<file path="config.mk">
export PLATFORM = sky130hd
export DESIGN_NAME = gap_aware_trapezoid_totalizer
export DESIGN_NICKNAME = d
export VERILOG_FILES = /design/src/sv/gatt_pkg.sv /design/src/sv/gatt_cfg.sv /design/src/sv/gatt_interval.sv /design/src/sv/gatt_accum.sv /design/src/sv/gap_aware_trapezoid_totalizer.sv
export SDC_FILE = /design/constraint.sdc
export NUM_CORES = 2
export LEC_CHECK = 0
export BUFFER_PORTS_ARGS = -buffer_cell sky130_fd_sc_hd__buf_2
export CAP_MARGIN = 30
export CORE_MARGIN = 8
export CORE_UTILIZATION = 30
export DETAILED_ROUTE_END_ITERATION = 16
export HOLD_SLACK_MARGIN = 0.05
export SYNTH_ARGS = -nofsm -noshare
export SYNTH_HDL_FRONTEND = slang
export SYNTH_SLANG_ARGS = --single-unit
</file>
<file path="constraint.sdc">
create_clock -name aclk -period 9.74 [get_ports aclk]
set_input_delay 0.974 -clock aclk [delete_from_list [all_inputs] [get_ports aclk]]
set_output_delay 0.974 -clock aclk [all_outputs]
set_load 0.01 [all_outputs]
</file>
<file path="src/sv/gatt_pkg.sv">
package gatt_pkg;

    localparam int TIME_BITS   = 32;
    localparam int VALUE_BITS  = 32;

    localparam int CFG_DATA_W  = 32;
    localparam int CFG_INDEX_W = 3;

    localparam int LIMIT_W     = 32;
    localparam int GAP_W       = 32;
    localparam int AREA_W      = 64;
    localparam int WORKED_W    = 32;
    localparam int SPAN_W      = 40;

    localparam int DELTA_W     = TIME_BITS + 1;
    localparam int SUM_W       = VALUE_BITS + 1;
    localparam int PROD_W      = SUM_W + DELTA_W;
    localparam int INC_W       = (PROD_W > AREA_W) ? PROD_W : AREA_W + 1;
    localparam int CMP_W       = (VALUE_BITS > LIMIT_W) ? VALUE_BITS : LIMIT_W;
    localparam int GAP_CMP_W   = (TIME_BITS > GAP_W) ? TIME_BITS : GAP_W;
    localparam int WSUM_W      = ((WORKED_W > TIME_BITS) ? WORKED_W : TIME_BITS) + 1;
    localparam int SPAN_SUM_W  = ((SPAN_W > DELTA_W) ? SPAN_W : DELTA_W) + 1;

    localparam logic [CFG_INDEX_W-1:0] REG_LOW_LIMIT    = CFG_INDEX_W'(0);
    localparam logic [CFG_INDEX_W-1:0] REG_HIGH_LIMIT   = CFG_INDEX_W'(1);
    localparam logic [CFG_INDEX_W-1:0] REG_LOW_ENABLE   = CFG_INDEX_W'(2);
    localparam logic [CFG_INDEX_W-1:0] REG_HIGH_ENABLE  = CFG_INDEX_W'(3);
    localparam logic [CFG_INDEX_W-1:0] REG_GAP_LIMIT    = CFG_INDEX_W'(4);
    localparam logic [CFG_INDEX_W-1:0] REG_START_TIME   = CFG_INDEX_W'(5);
    localparam logic [CFG_INDEX_W-1:0] REG_COUNTER_MODE = CFG_INDEX_W'(6);

    localparam logic [LIMIT_W-1:0]   LOW_LIMIT_RESET  = {1'b1, {(LIMIT_W-1){1'b0}}};
    localparam logic [LIMIT_W-1:0]   HIGH_LIMIT_RESET = {1'b0, {(LIMIT_W-1){1'b1}}};
    localparam logic [GAP_W-1:0]     GAP_LIMIT_RESET  = GAP_W'(2880);
    localparam logic [TIME_BITS-1:0] START_TIME_RESET = '0;

    typedef struct packed {
        logic [LIMIT_W-1:0]   low_limit;
        logic [LIMIT_W-1:0]   high_limit;
        logic                 low_enable;
        logic                 high_enable;
        logic [GAP_W-1:0]     gap_limit;
        logic                 counter_mode;
        logic                 start_load;
        logic [TIME_BITS-1:0] start_time;
    } cfg_t;

    typedef struct packed {
        logic [AREA_W-1:0]  area_inc;
        logic [DELTA_W-1:0] delta;
        logic               counted;
        logic               add_off;
        logic               add_wait;
    } span_t;

endpackage

</file>
<file path="src/sv/gatt_cfg.sv">
module gatt_cfg (
    input  logic                             aclk,
    input  logic                             aresetn,
    input  logic                             cfg_wr_en,
    input  logic [gatt_pkg::CFG_INDEX_W-1:0] cfg_index,
    input  logic [gatt_pkg::CFG_DATA_W-1:0]  cfg_data,
    output gatt_pkg::cfg_t                   cfg
);
    import gatt_pkg::*;

    logic [LIMIT_W-1:0] low_limit_reg;
    logic [LIMIT_W-1:0] high_limit_reg;
    logic               low_enable_reg;
    logic               high_enable_reg;
    logic [GAP_W-1:0]   gap_limit_reg;
    logic               counter_mode_reg;

    always_ff @(posedge aclk) begin
        if (!aresetn) begin
            low_limit_reg    <= LOW_LIMIT_RESET;
            high_limit_reg   <= HIGH_LIMIT_RESET;
            low_enable_reg   <= 1'b0;
            high_enable_reg  <= 1'b0;
            gap_limit_reg    <= GAP_LIMIT_RESET;
            counter_mode_reg <= 1'b0;
        end else if (cfg_wr_en) begin
            unique case (cfg_index)
                REG_LOW_LIMIT:    low_limit_reg    <= cfg_data[LIMIT_W-1:0];
                REG_HIGH_LIMIT:   high_limit_reg   <= cfg_data[LIMIT_W-1:0];
                REG_LOW_ENABLE:   low_enable_reg   <= cfg_data[0];
                REG_HIGH_ENABLE:  high_enable_reg  <= cfg_data[0];
                REG_GAP_LIMIT:    gap_limit_reg    <= cfg_data[GAP_W-1:0];
                REG_COUNTER_MODE: counter_mode_reg <= cfg_data[0];
                default: ;
            endcase
        end
    end

    // The start time is not kept here: a write loads the previous-time register directly.
    assign cfg.low_limit    = low_limit_reg;
    assign cfg.high_limit   = high_limit_reg;
    assign cfg.low_enable   = low_enable_reg;
    assign cfg.high_enable  = high_enable_reg;
    assign cfg.gap_limit    = gap_limit_reg;
    assign cfg.counter_mode = counter_mode_reg;
    assign cfg.start_load   = cfg_wr_en && (cfg_index == REG_START_TIME);
    assign cfg.start_time   = TIME_BITS'(cfg_data);

endmodule

</file>
<file path="src/sv/gatt_interval.sv">
module gatt_interval (
    input  logic                                   aclk,
    input  logic                                   aresetn,
    input  gatt_pkg::cfg_t                         cfg,
    input  logic                                   s_valid,
    output logic                                   s_ready,
    input  logic [gatt_pkg::TIME_BITS-1:0]         s_sample_time,
    input  logic signed [gatt_pkg::VALUE_BITS-1:0] s_sample_value,
    output logic                                   span_valid,
    input  logic                                   span_ready,
    output gatt_pkg::span_t                        span
);
    import gatt_pkg::*;

    logic [TIME_BITS-1:0]  prev_time_reg;
    logic [VALUE_BITS-1:0] prev_value_reg;

    logic                  a_valid_reg;
    logic [DELTA_W-1:0]    a_delta_reg;
    logic [SUM_W-1:0]      a_sum_reg;
    logic [VALUE_BITS-1:0] a_value_reg;
    logic                  a_prev_nz_reg;

    logic                  span_valid_reg;
    span_t                 span_reg;

    logic                  accept;
    logic                  b_ready;
    logic [DELTA_W-1:0]    delta_next;
    logic [SUM_W-1:0]      sum_next;

    logic                  below_gap;
    logic                  positive;
    logic signed [CMP_W-1:0] value_cmp;
    logic signed [CMP_W-1:0] low_cmp;
    logic signed [CMP_W-1:0] high_cmp;
    logic                  in_limits;
    logic                  value_nz;
    logic                  nonzero;
    logic                  qual;
    logic signed [PROD_W-1:0] product;
    logic signed [INC_W-1:0]  half;
    logic [INC_W-AREA_W:0]    half_top;
    logic [AREA_W-1:0]        inc_sat;
    span_t                 span_next;

    assign b_ready = !span_valid_reg || span_ready;
    assign s_ready = !a_valid_reg || b_ready;
    assign accept  = s_valid && s_ready;

    assign delta_next = DELTA_W'(s_sample_time) - DELTA_W'(prev_time_reg);
    assign sum_next   = SUM_W'(s_sample_value) + SUM_W'($signed(prev_value_reg));

    always_ff @(posedge aclk) begin
        if (!aresetn) begin
            prev_time_reg  <= START_TIME_RESET;
            prev_value_reg <= '0;
        end else if (accept) begin
            prev_time_reg  <= s_sample_time;
            prev_value_reg <= s_sample_value;
        end else if (cfg.start_load) begin
            prev_time_reg  <= cfg.start_time;
        end
    end

    always_ff @(posedge aclk) begin
        if (!aresetn) begin
            a_valid_reg <= 1'b0;
        end else if (s_ready) begin
            a_valid_reg <= s_valid;
        end
    end

    always_ff @(posedge aclk) begin
        if (accept) begin
            a_delta_reg   <= delta_next;
            a_sum_reg     <= sum_next;
            a_value_reg   <= s_sample_value;
            a_prev_nz_reg <= |prev_value_reg;
        end
    end

    // Qualification and trapezoid product; the halving rounds toward minus infinity.
    always_comb begin
        below_gap = a_delta_reg[DELTA_W-1]
                  || (GAP_CMP_W'(a_delta_reg[TIME_BITS-1:0]) < GAP_CMP_W'(cfg.gap_limit));
        positive  = !a_delta_reg[DELTA_W-1] && (|a_delta_reg);
        value_cmp = CMP_W'($signed(a_value_reg));
        low_cmp   = CMP_W'($signed(cfg.low_limit));
        high_cmp  = CMP_W'($signed(cfg.high_limit));
        in_limits = (!cfg.low_enable || (value_cmp >= low_cmp))
                 && (!cfg.high_enable || (value_cmp <= high_cmp));
        value_nz  = |a_value_reg;
        nonzero   = cfg.counter_mode ? (value_nz || a_prev_nz_reg) : value_nz;
        qual      = positive && below_gap && in_limits && nonzero;

        product   = PROD_W'($signed(a_sum_reg)) * PROD_W'($signed(a_delta_reg));
        half      = INC_W'(product >>> 1);
        half_top  = half[INC_W-1:AREA_W-1];
        if ((&half_top) || !(|half_top)) begin
            inc_sat = half[AREA_W-1:0];
        end else if (half[INC_W-1]) begin
            inc_sat = {1'b1, {(AREA_W-1){1'b0}}};
        end else begin
            inc_sat = {1'b0, {(AREA_W-1){1'b1}}};
        end

        span_next.area_inc = inc_sat;
        span_next.delta    = a_delta_reg;
        span_next.counted  = qual && (!cfg.counter_mode || a_prev_nz_reg);
        span_next.add_off  = !qual;
        span_next.add_wait = !qual && below_gap;
    end

    always_ff @(posedge aclk) begin
        if (!aresetn) begin
            span_valid_reg <= 1'b0;
        end else if (b_ready) begin
            span_valid_reg <= a_valid_reg;
        end
    end

    always_ff @(posedge aclk) begin
        if (a_valid_reg && b_ready) begin
            span_reg <= span_next;
        end
    end

    assign span_valid = span_valid_reg;
    assign span       = span_reg;

endmodule

</file>
<file path="src/sv/gatt_accum.sv">
module gatt_accum (
    input  logic                                 aclk,
    input  logic                                 aresetn,
    input  logic                                 span_valid,
    output logic                                 span_ready,
    input  gatt_pkg::span_t                      span,
    output logic                                 m_valid,
    input  logic                                 m_ready,
    output logic signed [gatt_pkg::AREA_W-1:0]   m_area_total,
    output logic [gatt_pkg::WORKED_W-1:0]        m_worked_seconds,
    output logic signed [gatt_pkg::SPAN_W-1:0]   m_off_seconds,
    output logic signed [gatt_pkg::SPAN_W-1:0]   m_wait_seconds,
    output logic                                 m_interval_counted
);
    import gatt_pkg::*;

    logic                m_valid_reg;
    logic [AREA_W-1:0]   area_acc_reg;
    logic [WORKED_W-1:0] worked_acc_reg;
    logic [SPAN_W-1:0]   off_acc_reg;
    logic [SPAN_W-1:0]   wait_acc_reg;
    logic                counted_reg;

    logic                load;
    logic [AREA_W:0]     area_sum;
    logic [AREA_W-1:0]   area_next;
    logic [WSUM_W-1:0]   worked_sum;
    logic [WORKED_W-1:0] worked_next;
    logic [SPAN_SUM_W-1:0] off_sum;
    logic [SPAN_SUM_W-1:0] wait_sum;
    logic [SPAN_SUM_W-SPAN_W:0] off_top;
    logic [SPAN_SUM_W-SPAN_W:0] wait_top;
    logic [SPAN_W-1:0]   off_next;
    logic [SPAN_W-1:0]   wait_next;

    assign span_ready = !m_valid_reg || m_ready;
    assign load       = span_valid && span_ready;

    always_comb begin
        area_sum = {area_acc_reg[AREA_W-1], area_acc_reg}
                 + {span.area_inc[AREA_W-1], span.area_inc};
        if (area_sum[AREA_W] != area_sum[AREA_W-1]) begin
            area_next = area_sum[AREA_W] ? {1'b1, {(AREA_W-1){1'b0}}}
                                         : {1'b0, {(AREA_W-1){1'b1}}};
        end else begin
            area_next = area_sum[AREA_W-1:0];
        end

        worked_sum  = WSUM_W'(worked_acc_reg) + WSUM_W'(span.delta[TIME_BITS-1:0]);
        worked_next = (|worked_sum[WSUM_W-1:WORKED_W]) ? '1 : worked_sum[WORKED_W-1:0];

        off_sum  = SPAN_SUM_W'($signed(off_acc_reg)) + SPAN_SUM_W'($signed(span.delta));
        wait_sum = SPAN_SUM_W'($signed(wait_acc_reg)) + SPAN_SUM_W'($signed(span.delta));
        off_top  = off_sum[SPAN_SUM_W-1:SPAN_W-1];
        wait_top = wait_sum[SPAN_SUM_W-1:SPAN_W-1];

        if ((&off_top) || !(|off_top)) begin
            off_next = off_sum[SPAN_W-1:0];
        end else if (off_sum[SPAN_SUM_W-1]) begin
            off_next = {1'b1, {(SPAN_W-1){1'b0}}};
        end else begin
            off_next = {1'b0, {(SPAN_W-1){1'b1}}};
        end

        if ((&wait_top) || !(|wait_top)) begin
            wait_next = wait_sum[SPAN_W-1:0];
        end else if (wait_sum[SPAN_SUM_W-1]) begin
            wait_next = {1'b1, {(SPAN_W-1){1'b0}}};
        end else begin
            wait_next = {1'b0, {(SPAN_W-1){1'b1}}};
        end
    end

    always_ff @(posedge aclk) begin
        if (!aresetn) begin
            m_valid_reg    <= 1'b0;
            area_acc_reg   <= '0;
            worked_acc_reg <= '0;
            off_acc_reg    <= '0;
            wait_acc_reg   <= '0;
            counted_reg    <= 1'b0;
        end else begin
            if (span_ready) begin
                m_valid_reg <= span_valid;
            end
            if (load) begin
                if (span.counted) begin
                    area_acc_reg   <= area_next;
                    worked_acc_reg <= worked_next;
                end
                if (span.add_off) begin
                    off_acc_reg <= off_next;
                end
                if (span.add_wait) begin
                    wait_acc_reg <= wait_next;
                end
                counted_reg <= span.counted;
            end
        end
    end

    assign m_valid            = m_valid_reg;
    assign m_area_total       = area_acc_reg;
    assign m_worked_seconds   = worked_acc_reg;
    assign m_off_seconds      = off_acc_reg;
    assign m_wait_seconds     = wait_acc_reg;
    assign m_interval_counted = counted_reg;

endmodule

</file>
<file path="src/sv/gap_aware_trapezoid_totalizer.sv">
// An accepted sample word passes the sample stage, the interval stage and the totals stage in that order.
// Throughput: one word per cycle; the three registered stages stall only on m_ready.
// A waiting result stalls the input only once both stages behind it are full.
// Reset: aresetn is synchronous and active low; it empties the stages, zeroes the totals,
// restores the register defaults and sets the previous sample time to the default start time.
module gap_aware_trapezoid_totalizer (
    input  logic                                   aclk,
    input  logic                                   aresetn,
    input  logic                                   cfg_wr_en,
    input  logic [gatt_pkg::CFG_INDEX_W-1:0]       cfg_index,
    input  logic [gatt_pkg::CFG_DATA_W-1:0]        cfg_data,
    input  logic                                   s_valid,
    output logic                                   s_ready,
    input  logic [gatt_pkg::TIME_BITS-1:0]         s_sample_time,
    input  logic signed [gatt_pkg::VALUE_BITS-1:0] s_sample_value,
    output logic                                   m_valid,
    input  logic                                   m_ready,
    output logic signed [gatt_pkg::AREA_W-1:0]     m_area_total,
    output logic [gatt_pkg::WORKED_W-1:0]          m_worked_seconds,
    output logic signed [gatt_pkg::SPAN_W-1:0]     m_off_seconds,
    output logic signed [gatt_pkg::SPAN_W-1:0]     m_wait_seconds,
    output logic                                   m_interval_counted
);
    import gatt_pkg::*;

    cfg_t  cfg;
    span_t span;
    logic  span_valid;
    logic  span_ready;

    gatt_cfg u_cfg (
        .aclk      (aclk),
        .aresetn   (aresetn),
        .cfg_wr_en (cfg_wr_en),
        .cfg_index (cfg_index),
        .cfg_data  (cfg_data),
        .cfg       (cfg)
    );

    gatt_interval u_interval (
        .aclk           (aclk),
        .aresetn        (aresetn),
        .cfg            (cfg),
        .s_valid        (s_valid),
        .s_ready        (s_ready),
        .s_sample_time  (s_sample_time),
        .s_sample_value (s_sample_value),
        .span_valid     (span_valid),
        .span_ready     (span_ready),
        .span           (span)
    );

    gatt_accum u_accum (
        .aclk               (aclk),
        .aresetn            (aresetn),
        .span_valid         (span_valid),
        .span_ready         (span_ready),
        .span               (span),
        .m_valid            (m_valid),
        .m_ready            (m_ready),
        .m_area_total       (m_area_total),
        .m_worked_seconds   (m_worked_seconds),
        .m_off_seconds      (m_off_seconds),
        .m_wait_seconds     (m_wait_seconds),
        .m_interval_counted (m_interval_counted)
    );

endmodule

</file>
# == Word-level counts from Yosys, hierarchy flattened ==
# Index checks and enable logic that the tools add are counted.
# totals
ramBits,0
wordCells,107
reg_bits,542
latchBits,0
inputBits,104
rom_bits,0
n_memories,0
# op_classes
div_mod_pow,0
mux,12
shift,0
n_mul,1
order_cmp,3
bitwise,0
addsub,6
n_eq_ne,7
n_reduce_logical,53
# ops
operator,n
two-way mux 64 bit,4
two-way mux 40 bit,4
two-way mux 32 bit,3
adder 40 x 33 -> 41 bit,2
adder 32 x 32 -> 33 bit,2
multiplier 33 x 33 -> 66 bit,1
adder 64 x 64 -> 65 bit,1
OR reduction 32 bit,2
OR reduction 33 bit,1
subtractor 32 x 32 -> 33 bit,1
>= comparator 32 bit,1
less-or-equal comparator 32 bit,1
< comparator 32 bit,1
AND reduction 2 bit,12
logical AND 1 bit,11
logical NOT 1 bit,11
logical OR 1 bit,11
== test 3 bit (second input constant),3
== test 3 x 2 -> 1 bit (second input constant),2
OR reduction 2 bit,3
== test 3 x 1 -> 1 bit (second input constant),1
logical NOT 3 bit,1
nonzero test 2 bit,1
two-way mux 1 bit,1
inequality test 1 bit,1

# == Longest topological paths before layout ==
# logic_depth
ltp_word,7
mapped_depth,33
mapped_depth_nobuf,30

# == By module ==
# A second synthesis with hierarchy kept.
# hier_totals
hier_cells,8241
area_unflattened_um2,74486.4
# modules_own_cells
module,instances,cells_each,area_each_um2
gatt_interval,1,5631,53734.0
gatt_accum,1,2177,16435.8
gatt_cfg,1,433,4316.6

# == Least setup slack after synthesis ==
# OpenSTA, ideal clock, no wires.
# synth_path
kind,input port to flip-flop
startpoint,input port m_ready
endpoint,register u_interval.span_reg (netlist bit u_interval.span[0]) (enable)
setup_slack_ps,739
n_path_buf,0
cell_stages,2
setup_time_ps,712
t_arrival_ps,8289
cell_sequence,nor2b_1 a21boi_0
# synth_via
elab_chain_cells,3
# synth_rtl
item,line_no,rtl
from (decl),gap_aware_trapezoid_totalizer.sv:17,"input logic m_ready,"
logical OR 1 bit,gatt_accum.sv:36,assign span_ready = !m_valid_reg || m_ready;
logical OR 1 bit,gatt_interval.sv:47,assign b_ready = !span_valid_reg || span_ready;
logical AND 1 bit,gatt_interval.sv:124,if (a_valid_reg && b_ready) begin
to (signal assigned),gatt_interval.sv:125,span_reg <= span_next;
to (decl),gatt_interval.sv:25,span_t span_reg;
# Every way passes these cells.
# A chain may end at the register's enable or synchronous reset.

# == Worst setup path in the final report ==
# layout_path
startpoint,register u_interval.a_delta_reg[5]
endpoint,register u_interval.span_reg (netlist bit u_interval.span[52]) (data pin)
# layout_via
elab_chain_cells,5
elab_cells_between_ends,7
classes_between,mul (1); mux (2); reduce/logical (4)
# layout_rtl
item,line_no,rtl
from (decl),gatt_interval.sv:19,logic [DELTA_W-1:0] a_delta_reg;
from (signal assigned),gatt_interval.sv:76,a_delta_reg <= delta_next;
multiplier 33 x 33 -> 66 bit (*),gatt_interval.sv:97,product = PROD_W'($signed(a_sum_reg)) * PROD_W'($signed(a_delta_reg));
OR reduction 2 bit,gatt_interval.sv:100,if ((&half_top) || !(|half_top)) begin
logical NOT 1 bit,gatt_interval.sv:100,
logical OR 1 bit,gatt_interval.sv:100,
two-way mux 64 bit (*),gatt_interval.sv:100,
named net u_interval.inc_sat[16],gatt_interval.sv:44,logic [AREA_W-1:0] inc_sat;
# Mark *: on every way through the listed nets, which the timed path passes. The rest lies on a longest branch.

==> summary.txt <==
CTS tree - built
drt via density - 4.97
Die Ht - 508 um
final hold vios - 0
post-synth top area share - 0.317
# nets final - 9990
Syn Nets - 9874
Max Cap Viol - 0
FFs w/ async S/R, synth - 0
Worst setup EP type - flip-flop
number of synthesized flops with an enable pin - 199
RSZ-0062 raised after global routing - false
Slew HR - 0.293
drt total wl - 227 mm
GRT met3 Usage - 0.0263
Total GRT Usage - 0.174
share of cells above drive strength 1 - 0.0772
Period Utilization, post-route - 0.943
area share of and/or/nand/nor cells after synthesis - 0.145
setup TNS - 0 ps
Worst-Margin Slew - 1060 ps
post-CTS setup buffers - 0
Worst-path clk slew - 60 ps
vias - 56.8k
Synth Area in XOR/XNOR - 0.0342
Setup crit start kind - flip-flop
most instantiated library cell after synthesis - inv_1
worst min-delay path class - reg2reg
met2 Use GR - 0.288
Post-CTS Resized - 0
Arrival @ worst endpoint - 9600 ps
post-synthesis adder-cell area fraction - 0.418
CP top delay family - adder cells
TritonCTS Sinks - 542
deepest clock path buffer count - 3
H-tree levels - 3
Mean Syn Cell Area - 9.01 sq um
Synth Flop Type - dfxtp_1
# setup viols final - 0
max frequency - 109 MHz
largest family of logic cells by synthesized area - adder cells
Detailed Place HPWL - 185 mm
drc violations - 0
largest net degree at the start of global routing - 86
Worst Setup Path Type - reg2reg
Slew Limit Fails - 0
sequential share of the synthesized area - 0.177
wire per inst - 19.8 um
CP max FO - 22
Core Region - 241000 sq um
most used cell along the critical path - fa_1
Initial Util - 0.302
min Tclk post-route - 9190 ps
grt total ovfl - 0
Mapped Cells - 8067
final RePlAce weighted congestion - 0.931
Worst path max stage delay - 910 ps
synthesized area - 72700 sq um
die width - 508 um
Layout Skew - 35.3 ps
#FFs+latches synth - 542
max reg flops - 100
area delta synth->final - 10.5%
CP max-delay cell - edfxtp_1
leading area contributor after synthesis - fa_1
Routed Antenna Nets - 0
mux contribution to synthesized area - 0.00553
Pre-antenna DRT Iters - 5
die area - 258000 sq um
Ports - 283
busiest grt layer - met2
CP required - 10150 ps
Root Driver - clkbuf_16
Yosys warnings - 0
row cnt - 180
initial antenna violation count - 2
CTS Hold Bufs - 0
Port Buffer Count - 282
Post-synth top cells - inv_1 (1393), fa_1 (1151), nand2_1 (956)
Initial DRC Count - 4048
Area contributors post-synth - fa_1 (32%), ha_1 (9.5%), dfxtp_1 (9.5%)
met1 usage - 0.233
status - complete, no violations
library cells used by synthesis - 94
compound-cell area share of the yosys netlist - 0.127
vias in the first global route - 59.5k
Clock Latency Late Sink - 680 ps
Num CTS Buffers - 67
crit path buf inv count - 6
first-pass GRT wire length - 354 mm
## logic make-up (layout without fill, tap and decap cells)
group           count (synthesis)  in the layout
simple gates                 2200           2200
buf+inv                      1780           1949
fa+ha+maj                    1745           1745
compound gates               1478           1478
flops                         542            542
xor+xnor                      282            282
mux                            40             40
other cells                     0              2
## cell type report
type | count | area [sq um]
repair buffers | 431 | 2800
multi-input cells | 5745 | 53100
clock inverters | 37 | 487
flip-flops and latches | 542 | 12800
diodes | 2 | 5.00
well taps | 3185 | 3990
inverters | 1396 | 5250
fillers | 24800 | 160000
clock buffers | 85 | 1800
## metal layers
| layer | up-vias | routed length (um) |
|---|---|---|
| met5 | - | 0 |
| met4 | 0 | 8280 |
| met3 | 372 | 13200 |
| met2 | 1664 | 105000 |
| met1 | 28700 | 101000 |
| li1 | 26100 | - |
## final timing paths
| kind | start | end | cells past startpoint | slack [ps] |
|---|---|---|---|---|
| max | u_interval.a_delta_reg[5] | u_interval.span[52] | 28 | 550 |
| max reg2reg | u_interval.a_delta_reg[5] | u_interval.span[52] | 28 | 550 |
| min | u_cfg.low_limit_reg[22] | u_cfg.low_limit_reg[22] | 2 | 450 |
| min reg2reg | u_cfg.low_limit_reg[22] | u_cfg.low_limit_reg[22] | 2 | 450 |
## layout by cell type, fill, tap and decap left out, drive strengths merged, types with 10 or more instances in the layout
cell type  netlist  layout
nand2b          60      60
nand2          956     956
a21o           173     173
edfxtp         199     199
fa            1151    1151
nor2           299     299
and3            30      30
mux2i           39      39
clkbuf         347      85
o21ai          324     324
inv           1395    1400
a21oi          552     552
nand3           88      88
or3             23      23
buf             37     431
a31o            13      13
xnor2          181     181
nand4           68      68
bufinv           0      10
xor2           101     101
dfxtp          343     343
nor2b           59      59
a21boi          17      17
o31ai           19      19
o21a            62      62
o21bai          34      34
clkinv           1      18
ha             552     552
nor4            30      30
a41oi           10      10
and2           512     512
a31oi           56      56
a211oi          63      63
nor3            44      44
maj3            42      42
o211ai          61      61
a221oi          14      14
## tightest hold or removal path, cell delays in order, from the launching register on
cell and delay (ps):
dfxtp_1 300, nand2_1 50, a21oi_1 50
## metrics by stage
stage	hold slack, ps	area, sq um	utilization	instances	setup WS (ps)
3_3_place_gp	442	77600	0.322	11300	597
6_report	453	80300	0.333	11400	555
3_5_place_dp	448	77900	0.323	11300	500
5_1_grt	470	80300	0.333	11400	154
4_1_cts	455	80200	0.333	11400	448
2_1_floorplan	436	72700	-	8067	739
Power is not shown: default switching activity piles up to over one toggle a cycle in this logic, so the estimate is an artifact.
